**config.mk**
```make
export PLATFORM = sky130hd
export DESIGN_NAME = ilt_ctrl
export DESIGN_NICKNAME = d
export VERILOG_FILES = /design/src/sv/ilt_pkg.sv /design/src/sv/ilt_ctrl.sv
export SDC_FILE = /design/constraint.sdc
export NUM_CORES = 1
export LEC_CHECK = 0
export ABC_AREA = 1
export BUFFER_PORTS_ARGS = -buffer_cell sky130_fd_sc_hd__buf_2
export CAP_MARGIN = 5
export CORE_AREA = 2 2 39 41
export CTS_BUF_LIST = sky130_fd_sc_hd__clkbuf_16
export DETAILED_ROUTE_END_ITERATION = 6
export DIE_AREA = 0 0 41 43
export GPL_TIMING_DRIVEN = 1
export PLACE_DENSITY = 0.43
export SYNTH_ARGS = -nofsm -noshare
export SYNTH_HDL_FRONTEND = slang
export SYNTH_SLANG_ARGS = --single-unit
```
**constraint.sdc**
```tcl
create_clock -name clk -period 1 [get_ports clk]
set_input_delay 0.1 -clock clk [delete_from_list [all_inputs] [get_ports clk]]
set_output_delay 0.1 -clock clk [all_outputs]
set_load 0.005 [all_outputs]
```
**src/sv/ilt_pkg.sv**
```systemverilog
// ----------------------------------------------------------------------------
// ilt_pkg
// Types, codes and constants of the indexed list table.
// ----------------------------------------------------------------------------
package ilt_pkg;

  localparam int CAPACITY = 256;
  localparam int POS_W    = 16;
  localparam int VAL_W    = 32;
  localparam int ENTRY_W  = 9;

  localparam logic [2:0] CMD_GET    = 3'd0;
  localparam logic [2:0] CMD_HEAD   = 3'd1;
  localparam logic [2:0] CMD_TAIL   = 3'd2;
  localparam logic [2:0] CMD_INDEX  = 3'd3;
  localparam logic [2:0] CMD_DELETE = 3'd4;

  localparam logic [1:0] ST_OK    = 2'd0;
  localparam logic [1:0] ST_RANGE = 2'd1;
  localparam logic [1:0] ST_FULL  = 2'd2;

  typedef struct packed {
    logic [2:0]              command;
    logic [POS_W-1:0]        position;
    logic signed [VAL_W-1:0] value;
  } req_t;

  typedef struct packed {
    logic signed [VAL_W-1:0] read_value;
    logic [1:0]              status;
    logic [ENTRY_W-1:0]      entry_count;
  } rsp_t;

  typedef enum logic [2:0] {
    S_IDLE,
    S_CHECK,
    S_SHIFT,
    S_DRAIN,
    S_COMMIT,
    S_DONE
  } state_t;

  typedef struct packed {
    logic load;
    logic check;
    logic step;
    logic commit;
    logic load_out;
  } ctrl_cmd_t;

  typedef struct packed {
    logic go_shift;
    logic shift_more;
  } ctrl_stat_t;

endpackage

```
**src/sv/ilt_ctrl.sv**
```systemverilog
// ----------------------------------------------------------------------------
// ilt_ctrl
// Command sequencer: check, shift, commit and result handshake.
// ----------------------------------------------------------------------------
module ilt_ctrl (
  input  logic                clk,
  input  logic                rst,
  input  logic                req_valid,
  output logic                req_ready,
  output logic                rsp_valid,
  input  logic                rsp_ready,
  input  ilt_pkg::ctrl_stat_t stat,
  output ilt_pkg::ctrl_cmd_t  cmd
);

  ilt_pkg::state_t state, state_next;
  logic            rsp_valid_next;
  logic            out_free;

  assign out_free = !rsp_valid || rsp_ready;

  always_comb begin
    state_next = state;
    case (state)
      ilt_pkg::S_IDLE:   if (req_valid) state_next = ilt_pkg::S_CHECK;
      ilt_pkg::S_CHECK:  state_next = stat.go_shift ? ilt_pkg::S_SHIFT : ilt_pkg::S_DONE;
      ilt_pkg::S_SHIFT:  if (!stat.shift_more) state_next = ilt_pkg::S_DRAIN;
      ilt_pkg::S_DRAIN:  state_next = ilt_pkg::S_COMMIT;
      ilt_pkg::S_COMMIT: state_next = ilt_pkg::S_DONE;
      ilt_pkg::S_DONE:   if (out_free) state_next = ilt_pkg::S_IDLE;
      default:           state_next = ilt_pkg::S_IDLE;
    endcase
    if (cmd.load_out) begin
      rsp_valid_next = 1'b1;
    end else if (rsp_ready) begin
      rsp_valid_next = 1'b0;
    end else begin
      rsp_valid_next = rsp_valid;
    end
  end

  always_comb begin
    req_ready    = (state == ilt_pkg::S_IDLE);
    cmd.load     = (state == ilt_pkg::S_IDLE) && req_valid;
    cmd.check    = (state == ilt_pkg::S_CHECK);
    cmd.step     = (state == ilt_pkg::S_SHIFT) && stat.shift_more;
    cmd.commit   = (state == ilt_pkg::S_COMMIT);
    cmd.load_out = (state == ilt_pkg::S_DONE) && out_free;
  end

  always_ff @(posedge clk) begin
    if (rst) begin
      state     <= ilt_pkg::S_IDLE;
      rsp_valid <= 1'b0;
    end else begin
      state     <= state_next;
      rsp_valid <= rsp_valid_next;
    end
  end

endmodule

```
==> run summary, run 1 <==
The run finished, with violations left. The checks that failed: setup timing. The worst-case vdd ir drop came out at 1130 uV. The average wire per cell in the routed design came out at 9.26 um. After synthesis, the netlist uses 12 different library cells. The nature of the critical path endpoint is an output pin. The number of buffers inserted during clock tree synthesis came out at 3. The final total negative setup slack is -558 ps.

The largest total area in the synthesized netlist belongs to dfxtp_1. The number of violations reported at the end of detailed-routing iteration 0 came out at 2. In this run the static leakage power is 0.267 nW. The worst clock skew is 1.76 ps. The area share of the leading cell type in the synthesized netlist is 0.340. Leaving out fill and tap cells, the most frequent cells in the layout are 11 x buf_2, 7 x inv_1, 6 x nor2_1, 5 x buf_6, 5 x buf_4. The number of antenna violations at the first check in global routing came out at 0. The area of the die came out at 1760 um^2. The wire length of the first global-routing pass is 1020 um.

The minimum setup slack after placement came out at -9.08 ps. After synthesis the cells add up to 235 um^2. The worst endpoint required time is 900 ps. The number of inserted filler cells in the final layout is 149. The number of cells produced by synthesis is 39.

The startpoint of the most critical hold path is rst. The total power divided by cell area is 2020 nW/um^2. Buffers inserted to repair hold after CTS numbered 0.

The floorplan step set the die width to 41 um. The final HPWL from detailed placement is 463 um. The standard-cell row count is 14. The final hold slack came out at 70.1 ps. The core area is 1380 um^2. Entering global routing, the biggest net connects 6 pins. The startpoint identified for the worst register-to-register timing path is state[2]. The count of pins over their slew limit is 0.

The maximum fanout encountered on the critical timing path came out at 5. The clock latency of the later-clocked register in the worst-skew pair came out at 220 ps. The number of clock sinks came out at 4.

The post-synthesis register bit count came out at 4. The final critical path time including I/O delays and setup came out at 1120 ps. Leaving out fill and tap cells, the most frequent cell in the layout is buf_2. Max-cap violations in this run came to 0. The number of remaining DRC errors is 0. The top achievable clock speed came out at 890 MHz. The number of detailed-routing iterations run before antenna repair came out at 3. The share of the Yosys chip area taken by registers is 0.340. In this run the worst hold path is classified as input port to register. The total global routing track utilization is 0.0905. The post-route clock period utilization is 1.12. The cell sitting at the root of the clock tree is a clkbuf_16.

0 antenna diodes ended up in the layout. The height of the die is 43 um. Yosys attributes the largest share of cell area to dfxtp_1 34%, inv_1 16%, nor2_1 11%, nand2_1 8.0%, a21oi_1 6.4%. The total global routing overflow is 0. STA classifies the critical path startpoint as a register. The final count of negative-setup-slack endpoints is 8. The via count came out at 323. The number of buffers added on ports is 12. The initial cell density of the core came out at 0.170. The number of top-level pins came out at 13. Of the cells placed in the final design, the portion with a size suffix greater than 1 is 0.629. The worst slew margin relative to its limit is 0.885. Once routing completed, OpenROAD measured the worst setup slack at -124 ps. Averaged over all synthesized cells, the footprint is 6.03 um^2. During synthesis, Yosys emitted a total of 0 warnings. By startpoint and endpoint, the worst setup path is classified as register to output pin. The post-synthesis to final-layout area growth came out at 131%. At the end of routability-driven placement, the weighted congestion stood at 0.650.

The number of hold violations in the final report is 0. The maximum root-to-sink buffer count is 2. The via count of the first global-routing pass came to 286. The clock-pin slew of the registers on the worst-case setup and hold paths is 30 ps. The launching element of the worst setup path is state[2]. The vias per cell is 4.14. The number of nets in the synthesized netlist came out at 45.

The final wirelength came out at 722 um. The actual slew at the worst max-slew pin came out at 171 ps. The final antenna-violating net count came out at 0. The endpoint arrival time on the critical path is 1020 ps.

The number of levels the H-tree was split into is 1. The TritonCTS clock tree is yes. The final net count is 70. Setup repair after global routing could not meet its margin everywhere.
through the flow:
step	power, mW	cells	utilization	area [um^2]
after floorplan	0.284	39	-	235
after global placement	0.357	70	0.244	338
after detailed placement	0.353	70	0.244	338
after CTS	1.08	77	0.361	499
after global routing	1.14	78	0.392	543
final	1.10	78	0.392	543
state kept, by name (all words and copies together) (netlist names):
name       cells
rsp_valid      1
state          3
critical path, stage by stage, from the launching register on:
cell	delay, ps
dfxtp_4	350
nor2_4	130
nand3_2	80
buf_6	120
inv_2	40
buf_6	80
power by group:
| part | internal (mW) | switching, mW |
|---|---|---|
| Combinational | 0.144 | 0.129 |
| Sequential | 0.180 | 0.0293 |
| Clock | 0.510 | 0.105 |
final timing paths:
kind,to,slack (ps),depth (start not counted)
min reg2reg,rsp_valid,550,4
max,cmd[2],-120,5
max reg2reg,state[0],-90,7
min,state[2],70,2
metal layers:
layer | wire length [um] | part of all wire | GRT usage
met2 | 423 | 0.59 | 0.144
met4 | 18 | 0.025 | 0.100
met5 | 0 | 0 | 0
met1 | 252 | 0.35 | 0.0839
met3 | 28 | 0.039 | 0.0157
kinds of logic after synthesis:
kind of cell           Yosys count  share of synthesized area
and+or+nand+nor                 18                      0.324
DFF                              4                      0.340
AOI/OAI and AO/OA                6                      0.144
buffers and inverters           11                      0.192
repair_timing:
action,CTS,global route
resized for setup,19,9
setup buffers,4,3
setup endpoints to repair,7,9
pin swaps,4,8
final cells by class:
cell class | instances | area [um^2] | share of cell area
Multi-Input combinational cell | 24 | 165 | 0.304
Clock buffer | 3 | 75.1 | 0.138
Sequential cell | 4 | 91.3 | 0.168
Timing Repair Buffer | 21 | 149 | 0.274
Tap cell | 16 | 20.0 | 0.0369
Inverter | 10 | 42.5 | 0.0783
cell usage after synthesis:
master / instances
nand2_1: 5
buf_4: 1
nand3_1: 3
inv_1: 10
a21oi_1: 3
nor2_1: 7
nor2_2: 1
o21ai_0: 1
a31oi_1: 1
a22oi_1: 1
nor3_1: 2
dfxtp_1: 4
(Power assumes the default switching activity.)
==> run 2: changes to the inputs <==
- TNS_END_PERCENT: default -> 20
==> run summary, run 2 (synthesized netlist as in run 1, its figures left out) <==
The number of violations reported at the end of detailed-routing iteration 0 came to 0 (-2). The maximum fanout encountered on the critical timing path is 3 (-2). The hold-critical path endpoint is state[2].

The post-synthesis to final-layout area growth came out at 109%. Setup repair after global routing could not meet its margin everywhere. The final antenna-violating net count came out at 0 (unchanged).

The number of detailed-routing iterations run before antenna repair is 1 (-2). The leading cell type in the layout, fill and taps excluded is buf_2. The final net count came out at 66 (-5.7%). The via count of the first global-routing pass is 269 (-5.9%). The met3 wire length is 28 um (unchanged). The weighted congestion at the end of routability-driven global placement is 0.650 (unchanged). The total global routing overflow is 0 (unchanged). The number of standard cells in the final layout excluding fillers came out at 74 (-5.1%). The number of antenna violations at the first check in global routing is 0 (unchanged). The flip-flop count of the largest register after layout is 3 (unchanged).

The number of top-level pins came out at 13 (unchanged). The worst slew margin relative to its limit is 0.893 (+0.00785). The actual slew at the worst max-slew pin is 159 ps (-12.8 ps).

The clock latency of the later-clocked register in the worst-skew pair is 220 ps (about the same). The number of diodes came out at 0 (unchanged). TritonCTS built the clock tree. The master cell of the clock root buffer is clkbuf_16. The fraction of layout instances using a drive strength above 1 came out at 0.603 (-0.0256).

The area of the die came out at 1760 um^2 (unchanged). The count of pins over their slew limit is 0 (unchanged). The average wire per cell in the routed design was 8.27 um (-11%). The clock-pin slew of the registers on the worst-case setup and hold paths is 30 ps (about the same). The final critical path time including I/O delays and setup came out at 1120 ps (-1.10 ps). The startpoint of the most critical hold path is rst. The met1 wire length is 215 um (-15%). The total design power came out at 1.04 mW (-4.9%). The register-to-register setup slack is -20 ps (+70 ps). The vias per cell is 4.00 (-3.4%).

The post-route clock period utilization is 1.12 (about the same). The startpoint identified for the worst register-to-register timing path is state[2]. The flow ran to the end, but the final reports show violations.

The worst endpoint required time was 900 ps (about the same). The number of levels the H-tree was split into is 1 (unchanged). STA classifies the critical path endpoint as an output pin. The number of buffers inserted during clock tree synthesis was 3 (unchanged). By startpoint and endpoint, the worst setup path is classified as register to output pin. The total power divided by cell area is 2130 nW/um^2 (+5.2%). The core area came out at 1380 um^2 (unchanged). The worst reg-to-reg path cell count is 7 (unchanged). The wire length on met2 came out at 350 um (-17%). The checks that failed: setup timing. The worst setup path is launched from a register. The initial cell density of the core came out at 0.170 (unchanged).

The via count came to 296 (-8.4%). The number of cells in the design after placement is 70 (unchanged). The hold buffer count at cts came to 0 (unchanged). The number of hold violations in the final report is 0 (unchanged). The leakage dissipation came out at 0.243 nW (-8.9%). The final HPWL from detailed placement came out at 463 um (unchanged). The final wirelength came out at 612 um (-15%). The setup slack after layout came to -123 ps (+1.10 ps).

The number of remaining DRC errors came to 0 (unchanged). The worst-case vdd ir drop came to 1120 uV (-1.3%). The top achievable clock speed came out at 891 MHz (about the same). state holds more flip-flops than any other register. The height of the die was 43 um (unchanged). The endpoint arrival time on the critical path is 1020 ps (about the same). In this run the critical register-to-register path is captured at state[0].

The maximum root-to-sink buffer count came out at 2 (unchanged). The standard-cell row count came out at 14 (unchanged). The final count of negative-setup-slack endpoints is 7 (-1).

The worst clock skew came out at 1.66 ps (-0.104 ps). The overall die width is 41 um (unchanged). The wire length of the first global-routing pass is 952 um (-6.8%). The highest metal layer carrying signal wires in the routed design is met4. The worst hold path depth is 2 (unchanged). The total global routing track utilization is 0.0844 (-0.00603).

The number of violations of the max-capacitance limit was 0 (unchanged). The largest net degree at the start of global routing came out at 6 (unchanged). In this run the worst hold path is classified as input port to register. The number of buffers added on ports is 12 (unchanged). In the layout the commonest cells are 11 x buf_2, 7 x inv_1, 5 x nor2_1, 4 x nand2_1. In the final layout, the registers with the most flip-flops are state x3, rsp_valid x1. The number of clock sinks came out at 4 (unchanged).
==> run 2: cell count changes in the layout (fill, tap and decap cells not counted), sizes merged <==
cell	previous run	this run
buf	21	17
==> run 2: worst max path at each step <==
stage          startpoint  slack, ps  endpoint  depth (start not counted)
2_1_floorplan    state[2]         60  state[0]                          6
3_3_place_gp     state[2]        -10  state[0]                          6
3_5_place_dp     state[2]         -9  state[0]                          6
4_1_cts          state[0]       -130    cmd[2]                          5
5_1_grt          state[2]       -170    cmd[2]                          5
6_report         state[1]       -120    cmd[3]                          3
==> run 2: final cells by class <==
| type | count | area, um^2 |
|---|---|---|
| Fill cell | 155 | 893 |
| Multi-Input combinational cell | 24 | 153 |
| Timing Repair Buffer | 17 | 111 |
| Sequential cell | 4 | 88.8 |
| Clock buffer | 3 | 75.1 |
| Inverter | 10 | 42.5 |
| Tap cell | 16 | 20.0 |
==> run 2: timing repair <==
action / in CTS / in global routing
hold endpoints to repair: 0 / 0
gates resized for setup: 15 / 8
pin swaps: 2 / 5
buffers inserted: 2 / 0
endpoints found under the setup margin: 7 / 9
==> run 2: routing by layer <==
| layer | GRT usage | vias to the layer above |
|---|---|---|
| li1 | - | 161 |
| met1 | 0.0806 | 127 |
| met2 | 0.128 | 6 |
| met3 | 0.0157 | 2 |
| met4 | 0.100 | 0 |
| met5 | 0 | - |
==> run 2: stage by stage <==
stage                     instance area, um^2  setup WS, ps  hold slack [ps]   util  setup TNS (ps)
final                                     490          -123             72.3  0.354            -496
after global routing                      490          -174             73.5  0.354            -861
after CTS                                 470          -126             74.3  0.340            -668
after detailed placement                  338         -9.08              316  0.244           -9.08
after global placement                    338         -13.1              313  0.244           -16.6
after floorplan                           235          59.9              169      -               0
==> run 2: worst max-delay path, cell delays in order (launching register included) <==
cell	delay [ps]
dfxtp_2	340
buf_4	150
nor3_4	170
buf_2	130
==> run 2: power breakdown <==
group,leakage (nW),internal [mW],switching (mW),total (mW)
Sequential,0.0345,0.180,0.0278,0.208
Clock,0.0370,0.510,0.105,0.615
Combinational,0.172,0.112,0.107,0.220
Total,0.243,0.803,0.240,1.04
==> run 3: changes to the inputs <==
- HOLD_SLACK_MARGIN: default -> 0.15
- PLACE_DENSITY: 0.43 -> 0.44
- clock period: 1 -> 0.98 ns (I/O delays scaled with it)
==> run summary, run 3 (synthesized netlist as in run 1, its figures left out) <==
The worst setup path is launched from a register. The startpoint identified for the worst register-to-register timing path is state[1]. The area of the die is 1760 um^2 (unchanged). The flip-flop count of the largest register after layout came out at 3 (unchanged). The via count came out at 295 (-0.34%). The standard-cell row count came out at 14 (unchanged).

The weighted congestion at the end of routability-driven global placement was 0.666 (+2.4%). The worst reg-to-reg path cell count came out at 5 (-2). The setup path with the least slack is of type register to output pin.

The count of pins over their slew limit is 0 (unchanged). The height of the die came to 43 um (unchanged). The number of diodes is 0 (unchanged). The library cell used most frequently in the layout, excluding fill and tap cells, is buf_2. The worst slew margin relative to its limit came out at 0.890 (-0.00336). The via count of the first global-routing pass came to 262 (-2.6%). The final wirelength is 582 um (-4.9%). The number of levels the H-tree was split into came out at 1 (unchanged). The number of antenna violations at the first check in global routing is 0 (unchanged).

TritonCTS built the clock tree. The total design power came to 1.08 mW (+3.6%). The worst hold path depth is 3 (+1). The total area of multi-input combinational cells is 161 um^2 (+5.7%). The final net count came out at 67 (+1.5%). The number of clock sinks is 4 (unchanged). The largest net degree at the start of global routing came out at 6 (unchanged). The total power divided by cell area came out at 2150 nW/um^2 (+0.98%). The number of violations reported at the end of detailed-routing iteration 0 came out at 2 (+2). The number of inserted filler cells in the final layout came out at 150 (-3.2%). The maximum fanout encountered on the critical timing path is 3 (unchanged). The maximum root-to-sink buffer count was 2 (unchanged). The worst-case vdd ir drop is 1700 uV (+52%). The final antenna-violating net count came out at 0 (unchanged). The final total negative setup slack is -359 ps (+136 ps).

The number of violations of the max-capacitance limit came to 0 (unchanged). The top cell types in the final layout, fill and taps aside, are 12 x buf_2, 8 x inv_1, 4 x nor2_1, 4 x nand2_1. The largest registers in the layout are state x3, rsp_valid x1. The leakage dissipation is 0.247 nW (+1.8%). Setup repair after global routing could not meet its margin everywhere.

The path class of the tightest hold or removal check is input port to register. The endpoint identified for the worst register-to-register timing path is state[1]. The worst setup path is captured at an output pin.

The number of detailed-routing iterations run before antenna repair came out at 2 (+1). The path with the worst hold slack has its endpoint at state[1]. CTS placed an instance of clkbuf_16 at the clock tree root.

The number of buffers inserted during clock tree synthesis came to 3 (unchanged). Timing would allow up to 918 MHz. The post-route core utilization was 0.363 (+0.00904). The smallest clock period supported by the final layout is computed as 1090 ps. The vias per cell came to 3.93 (-1.7%). The worst clock skew was 2.18 ps (+0.527 ps).

The register-to-register setup slack was 10 ps (+30 ps). The clock-pin slew of the registers on the worst-case setup and hold paths came out at 30 ps (about the same). The endpoint arrival time on the critical path is 990 ps (-30 ps). The number of buffers added on ports came to 12 (unchanged).

The number of top-level pins is 13 (unchanged). The post-synthesis to final-layout area growth came out at 114%. The number of hold violations in the final report came out at 0 (unchanged).

The total global routing overflow came to 0 (unchanged). The actual slew at the worst max-slew pin is 165 ps (+6.71 ps). The worst endpoint required time is 880 ps (-20 ps).

The final count of negative-setup-slack endpoints came out at 6 (-1). The startpoint of the most critical hold path is stat[1]. The average wire per cell in the routed design came to 7.76 um (-6.2%). The clock latency of the later-clocked register in the worst-skew pair is 220 ps (about the same). The number of remaining DRC errors came out at 0 (unchanged).

Counting flops per register, the top entry is state. Dividing the final minimum period by the clock period gives 1.11. The initial cell density of the core is 0.170 (unchanged). The final HPWL from detailed placement is 448 um (-3.3%). The total global routing track utilization came out at 0.0843 (-0.0000848). The checks that failed: setup timing. The final standard cell area without fillers is 503 um^2 (+2.6%). The setup slack after layout is -109 ps (+13.9 ps). The wire length of the first global-routing pass was 986 um (+3.6%). The run finished, with violations left. The core area came to 1380 um^2 (unchanged). The standard cell area after detailed placement came out at 338 um^2 (unchanged). The overall die width is 41 um (unchanged). The area of all sequential standard cells is 88.8 um^2 (unchanged). The fraction of layout instances using a drive strength above 1 came out at 0.576 (-0.0272).
## run 3: cell types whose count changed in the layout (fill, tap and decap cells not counted), sizes merged
cell	delta
dlygate4sd3	+1
## run 3: per-layer routing
layer	track usage	vias up	wire, um
met5	0	-	0
met4	0.0800	0	21
met3	0.0157	2	22
met2	0.122	5	311
met1	0.0965	127	226
li1	-	161	-
## run 3: through the flow
stage / setup slack (ps) / hold slack [ps] / instances
3_3_place_gp: -43.5 / 315 / 70
2_1_floorplan: 39.9 / 167 / 39
3_5_place_dp: -16.8 / 315 / 70
5_1_grt: -156 / 200 / 75
6_report: -109 / 174 / 75
4_1_cts: -101 / 164 / 75
## run 3: area by class of cell
cell class | count | share of cell area
Clock buffer | 3 | 0.149
Multi-Input combinational cell | 24 | 0.321
Sequential cell | 4 | 0.177
Tap cell | 16 | 0.0398
Inverter | 10 | 0.0846
Timing Repair Buffer | 18 | 0.229
## run 3: critical path: stages (launching register included)
cell and delay (ps):
dfxtp_2 330, buf_6 120, nor3_4 180, buf_2 140
## run 3: worst max path at each step
stage / start / end / depth (start not counted)
detailed placement: state[2] / state[0] / 6
floorplan: state[2] / state[0] / 6
global placement: state[2] / state[0] / 6
finish: state[1] / cmd[3] / 3
CTS: state[2] / cmd[4] / 3
global route: state[0] / cmd[2] / 4
## run 3: power breakdown
part / internal, mW / switching (mW)
logic: 0.123 / 0.112
clock network: 0.521 / 0.111
registers: 0.184 / 0.0289
total: 0.828 / 0.252
## run 3: timing repair
action | 4_1_cts | 5_1_grt
endpoints found under the setup margin | 8 | 9
pin swaps | 2 | 3
setup buffers | 1 | 0
resized for setup | 15 | 8
hold buffers | 1 | 0
cloned | 0 | 0
hold endpoints to repair | 4 | 0
